## src/rtl/kf1d_pkg.sv

```systemverilog
// ----------------------------------------------------------------------------
// kf1d_pkg
// shared constants, micro-op codes and control types for the 1-d kalman filter
// ----------------------------------------------------------------------------
package kf1d_pkg;

    localparam int DATA_WIDTH_DEF    = 32;
    localparam int FRAC_BITS_DEF     = 16;
    localparam int INIT_VARIANCE_DEF = 1000;

    localparam int ADDR_WIDTH = 5;

    // register indexes
    localparam logic [2:0] REG_TIME_STEP  = 3'd0;
    localparam logic [2:0] REG_MEAS_NOISE = 3'd1;
    localparam logic [2:0] REG_Q_POS      = 3'd2;
    localparam logic [2:0] REG_Q_CROSS    = 3'd3;
    localparam logic [2:0] REG_Q_VEL      = 3'd4;

    // micro-op codes
    localparam logic [2:0] OP_ADD   = 3'd0;
    localparam logic [2:0] OP_SUB   = 3'd1;
    localparam logic [2:0] OP_MUL   = 3'd2;
    localparam logic [2:0] OP_DIV   = 3'd3;
    localparam logic [2:0] OP_ZGAIN = 3'd4;

    // operand and destination selects
    localparam logic [4:0] SEL_POS = 5'd0;
    localparam logic [4:0] SEL_VEL = 5'd1;
    localparam logic [4:0] SEL_P00 = 5'd2;
    localparam logic [4:0] SEL_P01 = 5'd3;
    localparam logic [4:0] SEL_P11 = 5'd4;
    localparam logic [4:0] SEL_S   = 5'd5;
    localparam logic [4:0] SEL_K0  = 5'd6;
    localparam logic [4:0] SEL_K1  = 5'd7;
    localparam logic [4:0] SEL_Y   = 5'd8;
    localparam logic [4:0] SEL_N00 = 5'd9;
    localparam logic [4:0] SEL_N01 = 5'd10;
    localparam logic [4:0] SEL_N11 = 5'd11;
    localparam logic [4:0] SEL_A   = 5'd12;
    localparam logic [4:0] SEL_T   = 5'd13;
    localparam logic [4:0] SEL_Z   = 5'd14;
    localparam logic [4:0] SEL_DT  = 5'd15;
    localparam logic [4:0] SEL_R   = 5'd16;
    localparam logic [4:0] SEL_QP  = 5'd17;
    localparam logic [4:0] SEL_QC  = 5'd18;
    localparam logic [4:0] SEL_QV  = 5'd19;

    localparam logic [4:0] PC_DIV_K0 = 5'd1;
    localparam logic [4:0] PC_Y      = 5'd3;
    localparam logic [4:0] PC_LAST   = 5'd24;

    typedef struct packed {
        logic [2:0] op;
        logic [4:0] src_a;
        logic [4:0] src_b;
        logic [4:0] dst;
        logic       var_clamp;
    } ucode_t;

    typedef struct packed {
        logic   load;
        logic   issue;
        logic   emit;
        ucode_t uc;
    } cmd_t;

    typedef struct packed {
        logic s_zero;
        logic div_done;
    } sts_t;

    // update then predict, one operation per entry
    function automatic ucode_t ucode(input logic [4:0] pc);
        ucode_t u;
        unique case (pc)
            5'd0:    u = '{OP_ADD, SEL_P00, SEL_R,   SEL_S,   1'b0};
            5'd1:    u = '{OP_DIV, SEL_P00, SEL_S,   SEL_K0,  1'b0};
            5'd2:    u = '{OP_DIV, SEL_P01, SEL_S,   SEL_K1,  1'b0};
            5'd3:    u = '{OP_SUB, SEL_Z,   SEL_POS, SEL_Y,   1'b0};
            5'd4:    u = '{OP_MUL, SEL_K0,  SEL_Y,   SEL_T,   1'b0};
            5'd5:    u = '{OP_ADD, SEL_POS, SEL_T,   SEL_POS, 1'b0};
            5'd6:    u = '{OP_MUL, SEL_K1,  SEL_Y,   SEL_T,   1'b0};
            5'd7:    u = '{OP_ADD, SEL_VEL, SEL_T,   SEL_VEL, 1'b0};
            5'd8:    u = '{OP_MUL, SEL_K0,  SEL_P00, SEL_T,   1'b0};
            5'd9:    u = '{OP_SUB, SEL_P00, SEL_T,   SEL_N00, 1'b1};
            5'd10:   u = '{OP_MUL, SEL_K0,  SEL_P01, SEL_T,   1'b0};
            5'd11:   u = '{OP_SUB, SEL_P01, SEL_T,   SEL_N01, 1'b0};
            5'd12:   u = '{OP_MUL, SEL_K1,  SEL_P01, SEL_T,   1'b0};
            5'd13:   u = '{OP_SUB, SEL_P11, SEL_T,   SEL_N11, 1'b1};
            5'd14:   u = '{OP_MUL, SEL_DT,  SEL_VEL, SEL_T,   1'b0};
            5'd15:   u = '{OP_ADD, SEL_POS, SEL_T,   SEL_POS, 1'b0};
            5'd16:   u = '{OP_MUL, SEL_DT,  SEL_N11, SEL_T,   1'b0};
            5'd17:   u = '{OP_ADD, SEL_N01, SEL_T,   SEL_A,   1'b0};
            5'd18:   u = '{OP_MUL, SEL_DT,  SEL_N01, SEL_T,   1'b0};
            5'd19:   u = '{OP_ADD, SEL_N00, SEL_T,   SEL_N00, 1'b0};
            5'd20:   u = '{OP_MUL, SEL_DT,  SEL_A,   SEL_T,   1'b0};
            5'd21:   u = '{OP_ADD, SEL_N00, SEL_T,   SEL_N00, 1'b0};
            5'd22:   u = '{OP_ADD, SEL_N00, SEL_QP,  SEL_P00, 1'b1};
            5'd23:   u = '{OP_ADD, SEL_A,   SEL_QC,  SEL_P01, 1'b0};
            5'd24:   u = '{OP_ADD, SEL_N11, SEL_QV,  SEL_P11, 1'b1};
            default: u = '{OP_ADD, SEL_T,   SEL_T,   SEL_T,   1'b0};
        endcase
        return u;
    endfunction

endpackage

```

## src/rtl/kf1d_if.sv

```systemverilog
// ----------------------------------------------------------------------------
// kf1d_if
// request channels: measurement in, estimate out
// ----------------------------------------------------------------------------
interface kf1d_meas_if;
    logic               valid;
    logic               ready;
    logic signed [31:0] measurement;

    modport source (output valid, output measurement, input ready);
    modport sink   (input valid, input measurement, output ready);
endinterface

interface kf1d_est_if;
    logic               valid;
    logic               ready;
    logic signed [31:0] pos_est;
    logic signed [31:0] vel_est;
    logic        [30:0] var_pos;
    logic signed [31:0] cov_cross;
    logic        [30:0] var_vel;
    logic               sat_flag;

    modport source (output valid, output pos_est, output vel_est, output var_pos,
                    output cov_cross, output var_vel, output sat_flag, input ready);
    modport sink   (input valid, input pos_est, input vel_est, input var_pos,
                    input cov_cross, input var_vel, input sat_flag, output ready);
endinterface

```

## src/rtl/kalman_filter_1d_const_velocity.sv

```systemverilog
// ----------------------------------------------------------------------------
// kalman_filter_1d_const_velocity
// two-state constant-velocity kalman filter, saturating fixed point
// ----------------------------------------------------------------------------
// a zero innovation variance skips both divisions; a new measurement is accepted only
//   in idle, after the previous estimate is emitted, so the two bit-serial divisions
//   set the request rate, and a result still waiting at est adds stalls
// reset: state to zero position/velocity and INIT_VARIANCE variances,
//   registers to dt = 1.0, R = 1.0, process noise 0; no clearing pass
module kalman_filter_1d_const_velocity #(
    parameter int DATA_WIDTH    = kf1d_pkg::DATA_WIDTH_DEF,
    parameter int FRAC_BITS     = kf1d_pkg::FRAC_BITS_DEF,
    parameter int INIT_VARIANCE = kf1d_pkg::INIT_VARIANCE_DEF
) (
    input  logic                            clk,
    input  logic                            rst_n,
    kf1d_meas_if.sink                       meas,
    kf1d_est_if.source                      est,
    input  logic                            psel,
    input  logic                            penable,
    input  logic                            pwrite,
    input  logic [kf1d_pkg::ADDR_WIDTH-1:0] paddr,
    input  logic [31:0]                     pwdata,
    output logic [31:0]                     prdata,
    output logic                            pready
);

    // configuration registers
    logic [30:0] time_step_reg;
    logic [30:0] meas_noise_reg;
    logic [30:0] q_pos_reg;
    logic [31:0] q_cross_reg;
    logic [30:0] q_vel_reg;

    logic       wr_en;
    logic [2:0] reg_idx;

    assign pready  = 1'b1;
    assign wr_en   = psel && penable && pwrite;
    assign reg_idx = paddr[4:2];

    always_ff @(posedge clk or negedge rst_n)
    begin
        if (!rst_n)
        begin
            time_step_reg  <= 31'(1) << FRAC_BITS;
            meas_noise_reg <= 31'(1) << FRAC_BITS;
            q_pos_reg      <= '0;
            q_cross_reg    <= '0;
            q_vel_reg      <= '0;
        end
        else if (wr_en)
        begin
            // writes beyond the register list are dropped
            unique case (reg_idx)
                kf1d_pkg::REG_TIME_STEP:  time_step_reg  <= pwdata[30:0];
                kf1d_pkg::REG_MEAS_NOISE: meas_noise_reg <= pwdata[30:0];
                kf1d_pkg::REG_Q_POS:      q_pos_reg      <= pwdata[30:0];
                kf1d_pkg::REG_Q_CROSS:    q_cross_reg    <= pwdata;
                kf1d_pkg::REG_Q_VEL:      q_vel_reg      <= pwdata[30:0];
                default: ;
            endcase
        end
    end

    always_comb
    begin
        unique case (reg_idx)
            kf1d_pkg::REG_TIME_STEP:  prdata = {1'b0, time_step_reg};
            kf1d_pkg::REG_MEAS_NOISE: prdata = {1'b0, meas_noise_reg};
            kf1d_pkg::REG_Q_POS:      prdata = {1'b0, q_pos_reg};
            kf1d_pkg::REG_Q_CROSS:    prdata = q_cross_reg;
            kf1d_pkg::REG_Q_VEL:      prdata = {1'b0, q_vel_reg};
            default:                  prdata = '0;
        endcase
    end

    // controller and datapath talk only through cmd and sts
    kf1d_pkg::cmd_t cmd;
    kf1d_pkg::sts_t sts;

    kf1d_ctrl u_ctrl (
        .clk        (clk),
        .rst_n      (rst_n),
        .meas_valid (meas.valid),
        .meas_ready (meas.ready),
        .est_valid  (est.valid),
        .est_ready  (est.ready),
        .cmd        (cmd),
        .sts        (sts)
    );

    kf1d_dp #(
        .DATA_WIDTH    (DATA_WIDTH),
        .FRAC_BITS     (FRAC_BITS),
        .INIT_VARIANCE (INIT_VARIANCE)
    ) u_dp (
        .clk         (clk),
        .rst_n       (rst_n),
        .cmd         (cmd),
        .sts         (sts),
        .measurement (meas.measurement),
        .time_step   (time_step_reg),
        .meas_noise  (meas_noise_reg),
        .q_pos       (q_pos_reg),
        .q_cross     (q_cross_reg),
        .q_vel       (q_vel_reg),
        .pos_est     (est.pos_est),
        .vel_est     (est.vel_est),
        .var_pos     (est.var_pos),
        .cov_cross   (est.cov_cross),
        .var_vel     (est.var_vel),
        .sat_flag    (est.sat_flag)
    );

endmodule

```

## src/rtl/kf1d_ctrl.sv

```systemverilog
// ----------------------------------------------------------------------------
// kf1d_ctrl
// sequencer stepping the micro-program through the datapath
// ----------------------------------------------------------------------------
module kf1d_ctrl (
    input  logic              clk,
    input  logic              rst_n,
    input  logic              meas_valid,
    output logic              meas_ready,
    output logic              est_valid,
    input  logic              est_ready,
    output kf1d_pkg::cmd_t    cmd,
    input  kf1d_pkg::sts_t    sts
);

    localparam logic [1:0] ST_IDLE  = 2'd0;
    localparam logic [1:0] ST_ISSUE = 2'd1;
    localparam logic [1:0] ST_WAIT  = 2'd2;
    localparam logic [1:0] ST_DONE  = 2'd3;

    logic [1:0] state_reg, state_next;
    logic [4:0] pc_reg, pc_next;
    logic       out_valid_reg, out_valid_next;

    assign meas_ready = (state_reg == ST_IDLE);
    assign est_valid  = out_valid_reg;

    always_comb
    begin
        state_next     = state_reg;
        pc_next        = pc_reg;
        out_valid_next = out_valid_reg && !est_ready;
        cmd.load       = 1'b0;
        cmd.issue      = 1'b0;
        cmd.emit       = 1'b0;
        cmd.uc         = kf1d_pkg::ucode(pc_reg);
        unique case (state_reg)
            ST_IDLE:
            begin
                if (meas_valid)
                begin
                    cmd.load   = 1'b1;
                    pc_next    = '0;
                    state_next = ST_ISSUE;
                end
            end
            ST_ISSUE:
            begin
                cmd.issue = 1'b1;
                if (pc_reg == kf1d_pkg::PC_DIV_K0 && sts.s_zero)
                begin
                    // zero innovation variance: skip both divisions
                    cmd.uc.op = kf1d_pkg::OP_ZGAIN;
                    pc_next   = kf1d_pkg::PC_Y;
                end
                else if (cmd.uc.op == kf1d_pkg::OP_DIV)
                begin
                    state_next = ST_WAIT;
                end
                else if (pc_reg == kf1d_pkg::PC_LAST)
                begin
                    state_next = ST_DONE;
                end
                else
                begin
                    pc_next = pc_reg + 5'd1;
                end
            end
            ST_WAIT:
            begin
                if (sts.div_done)
                begin
                    pc_next    = pc_reg + 5'd1;
                    state_next = ST_ISSUE;
                end
            end
            ST_DONE:
            begin
                if (!out_valid_reg || est_ready)
                begin
                    cmd.emit       = 1'b1;
                    out_valid_next = 1'b1;
                    state_next     = ST_IDLE;
                end
            end
            default:
            begin
                state_next = ST_IDLE;
            end
        endcase
    end

    always_ff @(posedge clk or negedge rst_n)
    begin
        if (!rst_n)
        begin
            state_reg     <= ST_IDLE;
            pc_reg        <= '0;
            out_valid_reg <= 1'b0;
        end
        else
        begin
            state_reg     <= state_next;
            pc_reg        <= pc_next;
            out_valid_reg <= out_valid_next;
        end
    end

endmodule

```

## src/rtl/kf1d_dp.sv

```systemverilog
// ----------------------------------------------------------------------------
// kf1d_dp
// filter state, saturating alu, multiplier and bit-serial divider
// ----------------------------------------------------------------------------
module kf1d_dp #(
    parameter int DATA_WIDTH    = kf1d_pkg::DATA_WIDTH_DEF,
    parameter int FRAC_BITS     = kf1d_pkg::FRAC_BITS_DEF,
    parameter int INIT_VARIANCE = kf1d_pkg::INIT_VARIANCE_DEF
) (
    input  logic               clk,
    input  logic               rst_n,
    input  kf1d_pkg::cmd_t     cmd,
    output kf1d_pkg::sts_t     sts,
    input  logic signed [31:0] measurement,
    input  logic        [30:0] time_step,
    input  logic        [30:0] meas_noise,
    input  logic        [30:0] q_pos,
    input  logic signed [31:0] q_cross,
    input  logic        [30:0] q_vel,
    output logic signed [31:0] pos_est,
    output logic signed [31:0] vel_est,
    output logic        [30:0] var_pos,
    output logic signed [31:0] cov_cross,
    output logic        [30:0] var_vel,
    output logic               sat_flag
);

    localparam int W  = DATA_WIDTH;
    localparam int F  = FRAC_BITS;
    localparam int FW = 2 * W + F + 1;
    localparam int NB = W + F;
    localparam int CW = $clog2(NB);

    typedef logic signed [W-1:0] val_t;

    function automatic logic [W:0] clampw(input logic signed [64:0] v);
        logic signed [64:0] maxv;
        logic signed [64:0] minv;
        maxv = (65'sd1 <<< (W - 1)) - 65'sd1;
        minv = -maxv - 65'sd1;
        if (v > maxv)
            return {1'b1, maxv[W-1:0]};
        else if (v < minv)
            return {1'b1, minv[W-1:0]};
        else
            return {1'b0, v[W-1:0]};
    endfunction

    // signed result from magnitude and sign, saturating
    function automatic logic [W:0] fixw(input logic neg, input logic [FW-1:0] q);
        logic [FW-1:0] lim;
        logic [W-1:0]  qt;
        lim = FW'(1) << (W - 1);
        qt  = q[W-1:0];
        if (neg)
        begin
            if (q > lim)
                return {1'b1, 1'b1, {(W-1){1'b0}}};
            else
                return {1'b0, W'(-qt)};
        end
        else
        begin
            if (q >= lim)
                return {1'b1, 1'b0, {(W-1){1'b1}}};
            else
                return {1'b0, qt};
        end
    endfunction

    function automatic logic [W-1:0] magw(input val_t v);
        return v[W-1] ? W'(-v) : W'(v);
    endfunction

    localparam logic [W:0] IV_W = clampw(65'(INIT_VARIANCE) <<< F);

    val_t pos_reg, vel_reg, p00_reg, p01_reg, p11_reg;
    val_t s_reg, k0_reg, k1_reg, y_reg, n00_reg, n01_reg, n11_reg, a_reg, t_reg, z_reg;
    logic flag_reg;

    // clamped inputs and registers
    logic [W:0] z_c, dt_c, r_c, qp_c, qc_c, qv_c;
    assign z_c  = clampw(65'(measurement));
    assign dt_c = clampw(65'($signed({1'b0, time_step})));
    assign r_c  = clampw(65'($signed({1'b0, meas_noise})));
    assign qp_c = clampw(65'($signed({1'b0, q_pos})));
    assign qc_c = clampw(65'(q_cross));
    assign qv_c = clampw(65'($signed({1'b0, q_vel})));

    function automatic val_t pick(
        input logic [4:0] sel,
        input val_t pos, input val_t vel, input val_t p00, input val_t p01,
        input val_t p11, input val_t s, input val_t k0, input val_t k1,
        input val_t y, input val_t n00, input val_t n01, input val_t n11,
        input val_t a, input val_t t, input val_t z, input val_t dt,
        input val_t r, input val_t qp, input val_t qc, input val_t qv);
        val_t v;
        unique case (sel)
            kf1d_pkg::SEL_POS: v = pos;
            kf1d_pkg::SEL_VEL: v = vel;
            kf1d_pkg::SEL_P00: v = p00;
            kf1d_pkg::SEL_P01: v = p01;
            kf1d_pkg::SEL_P11: v = p11;
            kf1d_pkg::SEL_S:   v = s;
            kf1d_pkg::SEL_K0:  v = k0;
            kf1d_pkg::SEL_K1:  v = k1;
            kf1d_pkg::SEL_Y:   v = y;
            kf1d_pkg::SEL_N00: v = n00;
            kf1d_pkg::SEL_N01: v = n01;
            kf1d_pkg::SEL_N11: v = n11;
            kf1d_pkg::SEL_A:   v = a;
            kf1d_pkg::SEL_T:   v = t;
            kf1d_pkg::SEL_Z:   v = z;
            kf1d_pkg::SEL_DT:  v = dt;
            kf1d_pkg::SEL_R:   v = r;
            kf1d_pkg::SEL_QP:  v = qp;
            kf1d_pkg::SEL_QC:  v = qc;
            kf1d_pkg::SEL_QV:  v = qv;
            default:           v = '0;
        endcase
        return v;
    endfunction

    val_t opa, opb;
    assign opa = pick(cmd.uc.src_a, pos_reg, vel_reg, p00_reg, p01_reg, p11_reg, s_reg,
                      k0_reg, k1_reg, y_reg, n00_reg, n01_reg, n11_reg, a_reg, t_reg,
                      z_reg, dt_c[W-1:0], r_c[W-1:0], qp_c[W-1:0], qc_c[W-1:0],
                      qv_c[W-1:0]);
    assign opb = pick(cmd.uc.src_b, pos_reg, vel_reg, p00_reg, p01_reg, p11_reg, s_reg,
                      k0_reg, k1_reg, y_reg, n00_reg, n01_reg, n11_reg, a_reg, t_reg,
                      z_reg, dt_c[W-1:0], r_c[W-1:0], qp_c[W-1:0], qc_c[W-1:0],
                      qv_c[W-1:0]);

    // alu
    logic signed [W:0] sum_w, dif_w;
    logic [W-1:0]      ma, mb;
    logic [2*W-1:0]    prod;
    logic [2*W:0]      prod_r;
    logic [W:0]        alu_res;

    assign sum_w  = (W+1)'(opa) + (W+1)'(opb);
    assign dif_w  = (W+1)'(opa) - (W+1)'(opb);
    assign ma     = magw(opa);
    assign mb     = magw(opb);
    assign prod   = (2*W)'(ma) * (2*W)'(mb);
    assign prod_r = (2*W+1)'(prod) + ((2*W+1)'(1) << (F - 1));

    always_comb
    begin
        unique case (cmd.uc.op)
            kf1d_pkg::OP_ADD: alu_res = clampw(65'(sum_w));
            kf1d_pkg::OP_SUB: alu_res = clampw(65'(dif_w));
            kf1d_pkg::OP_MUL: alu_res = fixw(opa[W-1] != opb[W-1], FW'(prod_r >> F));
            default:          alu_res = '0;
        endcase
    end

    // restoring divider, one quotient bit per cycle
    logic          div_busy_reg;
    logic [CW-1:0] div_cnt_reg;
    logic [W:0]    div_rem_reg;
    logic [NB-1:0] div_num_reg;
    logic [NB-1:0] div_quo_reg;
    logic [W-1:0]  div_dm_reg;
    logic          div_neg_reg;
    logic [4:0]    div_dst_reg;

    logic [W:0]    rem_sh, rem_nx;
    logic          qbit;
    logic [NB-1:0] quo_nx;
    logic [W+1:0]  rem_dbl;
    logic [FW-1:0] quo_rnd;
    logic [W:0]    div_res;
    logic          div_last;

    assign rem_sh   = {div_rem_reg[W-1:0], div_num_reg[NB-1]};
    assign qbit     = (rem_sh >= (W+1)'(div_dm_reg));
    assign rem_nx   = qbit ? rem_sh - (W+1)'(div_dm_reg) : rem_sh;
    assign quo_nx   = {div_quo_reg[NB-2:0], qbit};
    assign rem_dbl  = {rem_nx, 1'b0};
    assign quo_rnd  = FW'(quo_nx) + FW'(rem_dbl >= (W+2)'(div_dm_reg));
    assign div_res  = fixw(div_neg_reg, quo_rnd);
    assign div_last = div_busy_reg && (div_cnt_reg == '0);

    assign sts.div_done = div_last;
    assign sts.s_zero   = (s_reg == '0);

    // write-back
    logic       wb_en;
    logic [4:0] wb_dst;
    logic [W:0] wb_res;
    val_t       wb_val;
    logic       wb_flag;

    always_comb
    begin
        wb_en  = 1'b0;
        wb_dst = cmd.uc.dst;
        wb_res = alu_res;
        if (div_last)
        begin
            wb_en  = 1'b1;
            wb_dst = div_dst_reg;
            wb_res = div_res;
        end
        else if (cmd.issue && cmd.uc.op != kf1d_pkg::OP_DIV
                 && cmd.uc.op != kf1d_pkg::OP_ZGAIN)
        begin
            wb_en = 1'b1;
        end
        wb_val  = wb_res[W-1:0];
        wb_flag = wb_res[W];
        // variance never negative
        if (cmd.uc.var_clamp && !div_last && wb_val[W-1])
        begin
            wb_val  = '0;
            wb_flag = 1'b1;
        end
    end

    always_ff @(posedge clk or negedge rst_n)
    begin
        if (!rst_n)
        begin
            pos_reg      <= '0;
            vel_reg      <= '0;
            p00_reg      <= IV_W[W-1:0];
            p01_reg      <= '0;
            p11_reg      <= IV_W[W-1:0];
            flag_reg     <= 1'b0;
            div_busy_reg <= 1'b0;
            div_cnt_reg  <= '0;
        end
        else
        begin
            if (cmd.load)
            begin
                flag_reg <= z_c[W] | dt_c[W] | r_c[W] | qp_c[W] | qc_c[W] | qv_c[W];
            end
            else if (cmd.issue && cmd.uc.op == kf1d_pkg::OP_ZGAIN)
            begin
                flag_reg <= 1'b1;
            end
            else if (wb_en && wb_flag)
            begin
                flag_reg <= 1'b1;
            end

            if (wb_en)
            begin
                unique case (wb_dst)
                    kf1d_pkg::SEL_POS: pos_reg <= wb_val;
                    kf1d_pkg::SEL_VEL: vel_reg <= wb_val;
                    kf1d_pkg::SEL_P00: p00_reg <= wb_val;
                    kf1d_pkg::SEL_P01: p01_reg <= wb_val;
                    kf1d_pkg::SEL_P11: p11_reg <= wb_val;
                    default: ;
                endcase
            end

            if (cmd.issue && cmd.uc.op == kf1d_pkg::OP_DIV)
            begin
                div_busy_reg <= 1'b1;
                div_cnt_reg  <= CW'(NB - 1);
            end
            else if (div_last)
            begin
                div_busy_reg <= 1'b0;
            end
            else if (div_busy_reg)
            begin
                div_cnt_reg <= div_cnt_reg - CW'(1);
            end
        end
    end

    // payload and scratch registers
    always_ff @(posedge clk)
    begin
        if (cmd.load)
        begin
            z_reg <= z_c[W-1:0];
        end
        if (cmd.issue && cmd.uc.op == kf1d_pkg::OP_ZGAIN)
        begin
            k0_reg <= '0;
            k1_reg <= '0;
        end
        if (wb_en)
        begin
            unique case (wb_dst)
                kf1d_pkg::SEL_S:   s_reg   <= wb_val;
                kf1d_pkg::SEL_K0:  k0_reg  <= wb_val;
                kf1d_pkg::SEL_K1:  k1_reg  <= wb_val;
                kf1d_pkg::SEL_Y:   y_reg   <= wb_val;
                kf1d_pkg::SEL_N00: n00_reg <= wb_val;
                kf1d_pkg::SEL_N01: n01_reg <= wb_val;
                kf1d_pkg::SEL_N11: n11_reg <= wb_val;
                kf1d_pkg::SEL_A:   a_reg   <= wb_val;
                kf1d_pkg::SEL_T:   t_reg   <= wb_val;
                default: ;
            endcase
        end
        if (cmd.issue && cmd.uc.op == kf1d_pkg::OP_DIV)
        begin
            div_rem_reg <= '0;
            div_num_reg <= {ma, {F{1'b0}}};
            div_quo_reg <= '0;
            div_dm_reg  <= mb;
            div_neg_reg <= (opa[W-1] != opb[W-1]);
            div_dst_reg <= cmd.uc.dst;
        end
        else if (div_busy_reg)
        begin
            div_rem_reg <= rem_nx;
            div_num_reg <= {div_num_reg[NB-2:0], 1'b0};
            div_quo_reg <= quo_nx;
        end
        if (cmd.emit)
        begin
            pos_est   <= 32'(pos_reg);
            vel_est   <= 32'(vel_reg);
            var_pos   <= 31'(p00_reg);
            cov_cross <= 32'(p01_reg);
            var_vel   <= 31'(p11_reg);
            sat_flag  <= flag_reg;
        end
    end

endmodule
```

## src/flat_wrapper.sv

```systemverilog
// flat-port wrapper written by rule: the top's interface ports become plain ports
module kalman_filter_1d_const_velocity_flat 
#(
    parameter int DATA_WIDTH    = kf1d_pkg::DATA_WIDTH_DEF,
    parameter int FRAC_BITS     = kf1d_pkg::FRAC_BITS_DEF,
    parameter int INIT_VARIANCE = kf1d_pkg::INIT_VARIANCE_DEF
)
  (clk, rst_n, psel, penable, pwrite, paddr, pwdata, prdata, pready, meas_valid, meas_measurement, meas_ready, est_valid, est_pos_est, est_vel_est, est_var_pos, est_cov_cross, est_var_vel, est_sat_flag, est_ready);
  kf1d_meas_if meas_i ();
  kf1d_est_if est_i ();
  input  logic clk;
  input  logic rst_n;
  input  logic psel;
  input  logic penable;
  input  logic pwrite;
  input  logic [kf1d_pkg::ADDR_WIDTH-1:0] paddr;
  input  logic [31:0] pwdata;
  output logic [31:0] prdata;
  output logic pready;
  input wire logic [$bits(meas_i.valid)-1:0] meas_valid;
  input wire logic [$bits(meas_i.measurement)-1:0] meas_measurement;
  output wire logic [$bits(meas_i.ready)-1:0] meas_ready;
  output wire logic [$bits(est_i.valid)-1:0] est_valid;
  output wire logic [$bits(est_i.pos_est)-1:0] est_pos_est;
  output wire logic [$bits(est_i.vel_est)-1:0] est_vel_est;
  output wire logic [$bits(est_i.var_pos)-1:0] est_var_pos;
  output wire logic [$bits(est_i.cov_cross)-1:0] est_cov_cross;
  output wire logic [$bits(est_i.var_vel)-1:0] est_var_vel;
  output wire logic [$bits(est_i.sat_flag)-1:0] est_sat_flag;
  input wire logic [$bits(est_i.ready)-1:0] est_ready;
  assign meas_i.valid = meas_valid;
  assign meas_i.measurement = meas_measurement;
  assign meas_ready = meas_i.ready;
  assign est_valid = est_i.valid;
  assign est_pos_est = est_i.pos_est;
  assign est_vel_est = est_i.vel_est;
  assign est_var_pos = est_i.var_pos;
  assign est_cov_cross = est_i.cov_cross;
  assign est_var_vel = est_i.var_vel;
  assign est_sat_flag = est_i.sat_flag;
  assign est_i.ready = est_ready;
  kalman_filter_1d_const_velocity #(.DATA_WIDTH(DATA_WIDTH), .FRAC_BITS(FRAC_BITS), .INIT_VARIANCE(INIT_VARIANCE)) u_core (.clk(clk), .rst_n(rst_n), .meas(meas_i), .est(est_i), .psel(psel), .penable(penable), .pwrite(pwrite), .paddr(paddr), .pwdata(pwdata), .prdata(prdata), .pready(pready));
endmodule
```

## config.mk

```make
export PLATFORM = sky130hd
export DESIGN_NAME = kalman_filter_1d_const_velocity_flat
export DESIGN_NICKNAME = d
export VERILOG_FILES = /design/src/rtl/kf1d_pkg.sv /design/src/rtl/kf1d_if.sv /design/src/rtl/kalman_filter_1d_const_velocity.sv /design/src/rtl/kf1d_ctrl.sv /design/src/rtl/kf1d_dp.sv /design/src/flat_wrapper.sv
export SDC_FILE = /design/constraint.sdc
export NUM_CORES = 2
export LEC_CHECK = 0
export BUFFER_PORTS_ARGS = -buffer_cell sky130_fd_sc_hd__clkbuf_2
export CAP_MARGIN = 20
export CORE_MARGIN = 2
export CORE_UTILIZATION = 50
export DETAILED_ROUTE_END_ITERATION = 8
export MAX_ROUTING_LAYER = met4
export PLACE_DENSITY = 0.63
export SLEW_MARGIN = 0
export SYNTH_ARGS = -nofsm -noshare
export SYNTH_HDL_FRONTEND = slang
export SYNTH_SLANG_ARGS = --single-unit
```

## constraint.sdc

```tcl
create_clock -name clk -period 17.7 [get_ports clk]
set_input_delay 1.77 -clock clk [delete_from_list [all_inputs] [get_ports clk]]
set_output_delay 1.77 -clock clk [all_outputs]
set_load 0.005 [all_outputs]
```

==> results.sh <==
export IMPL_status="finished, final reports clean"
export IMPL_grt_usage_pct=39.8
export IMPL_synth_cell_area_sq_um=85800
export IMPL_largest_reg_flops=47
export IMPL_crit_arrival_ns=17.60
export IMPL_syn_area_per_cell_sq_um=9.40
export IMPL_ir_drop_v=0.000196
export IMPL_overflow=0
export IMPL_slew_viol_final=0
export IMPL_post_cts_setup_buffers=0
export IMPL_required_ns=18.24
export IMPL_num_rows=152
export IMPL_slowest_stage="nand4_1"
export IMPL_ys_warn_count=0
export IMPL_final_area_sq_um=95900
export IMPL_final_nets=10800
export IMPL_drtAntennaViolNets=0
export IMPL_rsz0062_at_grt="no"
export IMPL_grt_max_degree=157
export IMPL_insertion_delay_ns=0.79
export IMPL_via_per_inst=6.24
export IMPL_hp_class="reg -> reg"
export IMPL_power_leakage_nw=43.6
export IMPL_core_sq_um=171000
export IMPL_max_cap_viol_count=0
export IMPL_gp_congestion=1.05
export IMPL_placed_cell_area_sq_um=92400
export IMPL_finalHoldViolations=0
export IMPL_setup_ws_ns=0.644
export IMPL_antenna_found_initial=10
export IMPL_cts_htree_levels=3
export IMPL_fillers=15400
export IMPL_routed_wirelength_um=339000
export IMPL_final_layout_size_suffix_gt1_share_pct=14.2
export IMPL_grt_pass1_vias=73300
export IMPL_ys_seq_area_share_pct=30.0
export IMPL_critPathKind="reg -> reg"
export IMPL_synth_edff_count=484
export IMPL_finalSetupTns_ns=0
export IMPL_synth_distinct_cells=124
export IMPL_timing_hold_ws_ns=0.454
export IMPL_critPathLaunchType="flip-flop"
export IMPL_wl_per_cell_um=28.9
export IMPL_remaining_drc_errors=0
export IMPL_first_pass_iters=9
export IMPL_pre_cts_ws_ns=1.18
export IMPL_initial_core_util_pct=50.2
export IMPL_die_y_um=418
export IMPL_ys_ff_latch=959
export IMPL_vias=73300
export IMPL_power_density_nw_per_um2=183
export IMPL_portBuffers=266
export IMPL_fmax_mhz=58.6
export IMPL_grt_first_pass_wirelength_um=495000
export IMPL_clk_pin_slew_ns=0.06
export IMPL_die_area_sq_um=175000
export IMPL_cts_hold_buf=0
export IMPL_synthCells=9128
export IMPL_cp_end_kind="flip-flop"
export IMPL_slew_headroom_pct=11.1
export IMPL_slowest_delay_ns=0.77
export IMPL_ys_flop_type="edfxtp_1"
export IMPL_numCtsBuffers=102
export IMPL_final_util_pct=56.1
export IMPL_synthArstFlopShare_pct=34.6
export IMPL_drtIter0Drc=8144
export IMPL_cts_sinks=959
export IMPL_finalClockSkew_ns=0.0761
export IMPL_cts_tree="done"
export IMPL_cts_root_buf="clkbuf_16"
export IMPL_synth_nets=10500
export IMPL_tightestPinTransition_ns=1.33
export IMPL_die_w_um=418
export IMPL_min_period_over_period_pct=96.4
export IMPL_period_needed_ns=17.06
export IMPL_crit_fanout=14
export IMPL_cts_max_path_buffers=3
export IMPL_setup_viol=0
export IMPL_io_pins=270
export IMPL_post_dp_hpwl_um=265000
export IMPL_area_growth_pct=11.7
## final timing paths
kind	start	to	slack (ns)	cells past startpoint
max	u_core.u_ctrl.pc_reg[1]$_DFFE_PN0P_	u_core.u_dp.s_reg[6]$_DFFE_PP_	0.64	54
min	u_core.u_dp.k0_reg[21]$_DFF_P_	u_core.u_dp.k0_reg[21]$_DFF_P_	0.45	2
max reg2reg	u_core.u_ctrl.pc_reg[1]$_DFFE_PN0P_	u_core.u_dp.s_reg[6]$_DFFE_PP_	0.64	54
min in group asynchronous	rst_n	u_core.time_step_reg[29]$_DFFE_PN0P_	1.03	1
min reg2reg	u_core.u_dp.k0_reg[21]$_DFF_P_	u_core.u_dp.k0_reg[21]$_DFF_P_	0.45	2
max in group asynchronous	rst_n	u_core.u_dp.div_busy_reg$_DFFE_PN0P_	14.11	3
## logic make-up (layout without fill, tap and decap cells)
family	after synthesis	count (layout)	share of synthesized area, %
AOI/OAI and AO/OA	1791	1791	14.1
xor gates and xnor gates	235	235	2.40
adders and majority gates	1340	1340	27.4
buffers and inverters	1663	2058	7.41
DFF	959	959	30.0
muxes	337	337	4.25
other	1	6	0.00437
and+or+nand+nor	2802	2802	14.5
## final cells by class
class / count / area, sq um / share of cell area [%]
tap: 2233 / 2790 / 2.91
antenna: 5 / 12.5 / 0.0130
clock inverter: 55 / 599 / 0.625
timing repair buffer: 744 / 5100 / 5.32
sequential: 959 / 25700 / 26.8
clock buffer: 139 / 2820 / 2.95
inverter: 1120 / 4210 / 4.39
multi-input combinational: 6506 / 54600 / 57.0
## layout by cell type (no fill, tap or decap), drive strengths merged, types with 93 or more instances in the layout
master,count
xnor2,171
a22o,93
buf,476
o21ai,487
a22oi,151
fa,901
edfxtp,484
mux2i,143
nand2,1169
ha,437
a21o,97
nand4,109
a21oi,395
dfrtp,318
inv,1116
clkbuf,407
nor2,854
nor3,116
mux2,192
nand3,134
dfxtp,143
## synthesized netlist by cell type (all sizes together), types with 47 or more instances
cell,instances,area share (%)
mux2i,143,1.7
a22oi,151,1.3
nand2,1169,5.1
nand3,134,0.81
a22o,93,0.96
nor2,854,3.7
fa,901,21
a31oi,54,0.44
xnor2,171,1.7
edfxtp,484,17
and3,58,0.42
dfxtp,143,3.3
nor3,116,0.68
clkbuf,455,2.0
nor2b,47,0.34
inv,1108,4.8
xor2,64,0.65
and2,68,0.50
nand4,109,0.81
dfrtp,318,9.3
ha,437,6.4
a221oi,69,0.72
nand2b,49,0.36
a21o,97,0.85
a21oi,395,2.3
o21ai,487,2.9
mux2,192,2.5
buf,88,0.52
## metrics by stage
stage               instances  power, W
floorplan                9128   0.00981
global placement        11600    0.0149
detailed placement      11600    0.0150
CTS                     11800    0.0173
global route            11800    0.0183
finish                  11800    0.0175
## critical path, delay by kind of cell (launching register included)
kind / cells / cell delay [ns]
AND/OR/NAND/NOR: 16 / 5.23
flip-flops: 1 / 0.54
buffers and inverters: 12 / 2.33
adder cells (fa/ha/maj): 11 / 5.10
XOR/XNOR: 2 / 0.57
AO/OA/AOI/OAI: 13 / 3.04
## power breakdown
group | switching (W) | total [W] | internal, W
registers | 0.000568 | 0.00397 | 0.00341
logic | 0.00759 | 0.0114 | 0.00379
clock network | 0.000970 | 0.00221 | 0.00123
## per-layer routing
| metal | track usage, % | share of wire, % | wire length [um] |
|---|---|---|---|
| met1 | 49.3 | 38 | 130000 |
| met2 | 61.1 | 45 | 153000 |
| met3 | 7.52 | 9.2 | 31100 |
| met4 | 23.3 | 7.4 | 25000 |
| met5 | - | 0 | 0 |
## what timing repair did
action                     CTS  global route
hold endpoints to repair     0             0
gates resized for setup      0             0
setup endpoints to repair    0             2
No activity file was read; power rests on OpenSTA's default activity.
